--- config.mk ---
export PLATFORM = sky130hd
export DESIGN_NAME = btbox_level
export DESIGN_NICKNAME = d
export VERILOG_FILES = /design/src/rtl/core/btbox_pkg.sv /design/src/rtl/core/btbox_level.sv
export SDC_FILE = /design/constraint.sdc
export NUM_CORES = 1
export LEC_CHECK = 0
export ABC_AREA = 1
export BUFFER_PORTS_ARGS = -buffer_cell sky130_fd_sc_hd__buf_2
export CAP_MARGIN = 20
export CORE_AREA = 2 2 321 323
export DETAILED_ROUTE_END_ITERATION = 7
export DIE_AREA = 0 0 323 325
export PLACE_DENSITY = 0.36
export SYNTH_ARGS = -nofsm -noshare
export SYNTH_HDL_FRONTEND = slang
export SYNTH_SLANG_ARGS = --single-unit
--- constraint.sdc ---
create_clock -name vclk -period 7.1
set_input_delay 1.42 -clock vclk [all_inputs]
set_output_delay 1.42 -clock vclk [all_outputs]
set_load 0.01 [all_outputs]
--- src/rtl/core/btbox_pkg.sv ---
// Package for the bisection tree box lookup: coordinate and walk types,
// the per-level split axis table and configuration register indexes.
// No dependencies.
package btbox_pkg;

  // Widths fixed by the interface
  localparam int unsigned CoordW = 32;
  localparam int unsigned NodeW  = 21;
  localparam int unsigned DepthW = 5;
  localparam int unsigned AxisTableLen = 21;

  typedef logic signed [CoordW-1:0] coord_t;
  typedef logic [NodeW-1:0]         node_idx_t;
  typedef logic [DepthW-1:0]        depth_t;
  typedef logic [1:0]               axis_t;

  // Configuration register indexes
  typedef logic [2:0] cfg_idx_t;
  localparam cfg_idx_t REG_WORLD_MIN_X = 3'd0;
  localparam cfg_idx_t REG_WORLD_MIN_Y = 3'd1;
  localparam cfg_idx_t REG_WORLD_MIN_Z = 3'd2;
  localparam cfg_idx_t REG_WORLD_MAX_X = 3'd3;
  localparam cfg_idx_t REG_WORLD_MAX_Y = 3'd4;
  localparam cfg_idx_t REG_WORLD_MAX_Z = 3'd5;

  // Axis codes
  localparam axis_t AXIS_X = 2'd0;
  localparam axis_t AXIS_Y = 2'd1;
  localparam axis_t AXIS_Z = 2'd2;

  // Split axis for each tree level
  localparam axis_t SPLIT_AXIS [AxisTableLen] = '{
    AXIS_X, AXIS_Y, AXIS_X, AXIS_Y, AXIS_X, AXIS_Y, AXIS_Z,
    AXIS_X, AXIS_Y, AXIS_X, AXIS_Y, AXIS_X, AXIS_Y, AXIS_Z,
    AXIS_X, AXIS_Y, AXIS_X, AXIS_Y, AXIS_X, AXIS_Y, AXIS_Z
  };

  // Walk state carried down the pipeline with each box
  typedef struct packed {
    logic              done;
    node_idx_t         node;
    depth_t            depth;
    logic [2:0][CoordW-1:0] lo;
    logic [2:0][CoordW-1:0] hi;
    logic [2:0][CoordW-1:0] bmin;
    logic [2:0][CoordW-1:0] bmax;
  } walk_t;

endpackage

--- src/rtl/core/btbox_level.sv ---
// One tree level of the box walk: cell midpoint on the level's axis and
// the descend / straddle decision. Depends on btbox_pkg.
module btbox_level import btbox_pkg::*; #(
  parameter int unsigned LEVEL = 0
) (
  input  walk_t walk_in,
  output walk_t walk_out
);

  localparam axis_t Ax = SPLIT_AXIS[LEVEL];

  logic [CoordW:0]   sum;
  logic [CoordW-1:0] split;
  logic              go_lower;
  logic              straddle;

  // floor((lo + hi) / 2) at 33 bits
  assign sum   = {walk_in.lo[Ax][CoordW-1], walk_in.lo[Ax]}
               + {walk_in.hi[Ax][CoordW-1], walk_in.hi[Ax]};
  assign split = sum[CoordW:1];

  assign go_lower = $signed(walk_in.bmax[Ax]) <= $signed(split);
  assign straddle = $signed(walk_in.bmin[Ax]) <  $signed(split);

  // Descend into a child or stop where the box straddles the split
  always_comb begin
    walk_out = walk_in;
    if (!walk_in.done) begin
      if (go_lower) begin
        walk_out.node   = {walk_in.node[NodeW-2:0], 1'b0} + node_idx_t'(2);
        walk_out.hi[Ax] = split;
        walk_out.depth  = walk_in.depth + depth_t'(1);
      end else if (straddle) begin
        walk_out.done = 1'b1;
      end else begin
        walk_out.node   = {walk_in.node[NodeW-2:0], 1'b0} + node_idx_t'(1);
        walk_out.lo[Ax] = split;
        walk_out.depth  = walk_in.depth + depth_t'(1);
      end
    end
  end

endmodule

==> impl_metrics.tcl <==
set metrics [dict create \
    die_area_mm2 0.105 \
    tightestPinTransition_ns 0.794 \
    dp.cells 2687 \
    grt_pass1_vias 7864 \
    mostFrequentLayoutCell "buf_2" \
    syn2layout_area_growth_pct 58.4 \
    synth_cell_type_count 44 \
    fin_tns_setup_ns -6.61 \
    grt_overflow_total 0 \
    violations "setup timing" \
    drtIter0Drc 282 \
    setup_slack_ns -0.206 \
    fin_nets 1872 \
    track_usage_pct 9.73 \
    start_util_pct 7.24 \
    pin_count 822 \
    num-clock-buffers 0 \
    die_y_um 325 \
    worst-setup-path-type "in2out" \
    status "finished, violations left" \
    startpoint_type "primary input" \
    dr.pass1.iters 4 \
    timing.final.crit_share_pct 103 \
    design.seq.count 0 \
    slowest_delay_ns 0.31 \
    yosysTopAreaCellShare_pct 32.8 \
    synthesis.area_mm2 0.00733 \
    ant_nets 0 \
    grt_max_degree 26 \
    grt_setup_unrepaired "true" \
    wl_um 56900 \
    worst_ep_required_time_ns 5.68 \
    drc 0 \
    worst_path_max_delay_cell "ha_1" \
    place.port_buffers 310 \
    cpMostUsedCell "nand2_2" \
    vdd_ir_drop_max_mv 0.0820 \
    syn_inst 1177 \
    syn-mean-instance-area_um2 6.23 \
    cap_violations 0 \
    wl_per_cell_um 20.8 \
    place_congestion 0.779 \
    core_area_mm2 0.101 \
    period_needed_ns 7.31 \
    worstPathMaxFanout 7 \
    die_w_um 323 \
    seq_area_um2 0 \
    final_cell_mix "buf_2, nand2_1, buf_4, inv_1, ha_1" \
    ys_top_cells_by_area "buf_4, ha_1, nand2_1" \
    p_leak_nw 5.59 \
    hold_violations 0 \
    dp_hpwl_um 45800 \
    antenna_found_initial 9 \
    yosysWarnings 0 \
    row_count 117 \
    p_per_area_mw_per_mm2 187 \
    preCtsSetupSlack_ns -1.33 \
    critPathArrivalTime_ns 5.89 \
    yosysSeqAreaShare_pct 0 \
    dr.max_layer_used "met5" \
    vias 8116 \
    yosysTopAreaCell "buf_4" \
    slew_headroom_pct 46.3 \
    end_kind "output pin" \
    m1WireLength_um 25600 \
    final-max-slew-violation-count 0 \
    stdcell_count 2738 \
    drive_above_1_share_pct 55.0 \
    min_path_type "in2out" \
    vias_per_cell 2.96 \
    setup_viol 59 \
    wl_met2_um 24400 \
    max_freq_mhz 137 \
    synthesis.nets 1682 \
    grt_first_pass_wirelength_um 69700 \
    dr_wl_met3_um 4520 \
]
cells in the mapped netlist (all sizes together):
master,instances
ha,93
nand3b,1
o31ai,3
clkinv,1
xnor2,11
nor3b,1
xor2,32
clkbuf,7
a21oi,56
nand3,53
and3,1
a21boi,3
nor2,43
o21ai,93
a211oi,3
nand4,17
a21o,3
nor3,7
or2,1
fa,1
nand2,288
nor4,2
a31oi,6
o211ai,2
inv,108
o21bai,1
o311ai,1
o21a,1
o2111ai,1
nor4b,1
buf,336
critical path, delay by kind of cell:
| kind | cells | cell delay, ns |
|---|---|---|
| XOR/XNOR | 1 | 0.13 |
| adder cells (fa/ha/maj) | 2 | 0.48 |
| AO/OA/AOI/OAI | 4 | 0.72 |
| AND/OR/NAND/NOR | 16 | 1.63 |
| buffers and inverters | 11 | 1.47 |
where the power goes:
part	switching [W]	internal, W	total [W]
clock	0	0.00000000000341	0.00000000000344
combinational	0.00120	0.000967	0.00217
sequential	0	0	0
total	0.00120	0.000967	0.00217
per-layer routing:
layer,vias up,GRT usage [%]
met3,127,3.03
li1,3883,-
met2,469,15.2
met5,-,0.185
met4,6,3.34
met1,3631,12.5
what timing repair did:
| action | CTS | global route |
|---|---|---|
| buffers inserted | 33 | 15 |
| cloned | 6 | 7 |
| pin swaps | 68 | 57 |
| setup endpoints to repair | 91 | 91 |
| hold buffers | 0 | 0 |
| gates resized for setup | 211 | 146 |
metrics by stage:
step | hold WS [ns] | power [W] | cell area (um2) | utilization [%]
2_1_floorplan | 2.93 | 0.000891 | 7330 | -
6_report | 2.84 | 0.00217 | 11600 | 11.5
3_5_place_dp | 2.84 | 0.00162 | 9570 | 9.45
4_1_cts | 2.84 | 0.00201 | 10900 | 10.8
3_3_place_gp | 2.84 | 0.00163 | 9570 | 9.45
5_1_grt | 2.84 | 0.00237 | 11600 | 11.5
area by class of cell:
type,instances,area [um2]
fill,11900,89700
multi-input combinational,725,5460
timing repair buffer,531,4020
tap,1368,1710
inverter,109,417
antenna,5,12.5
logic make-up after synthesis:
| kind of cell | share of synthesized area, % |
|---|---|
| xor+xnor | 5.14 |
| simple gates | 24.7 |
| buf+inv | 40.4 |
| compound gates | 13.6 |
| fa+ha+maj | 16.1 |
path summary, 6_finish.rpt:
path	from	to	slack, ns	cells past startpoint
max	walk_in[198]	walk_out[299]	-0.21	34
min	walk_in[162]	walk_out[162]	2.84	0
Power figures use the tool's default switching activity.
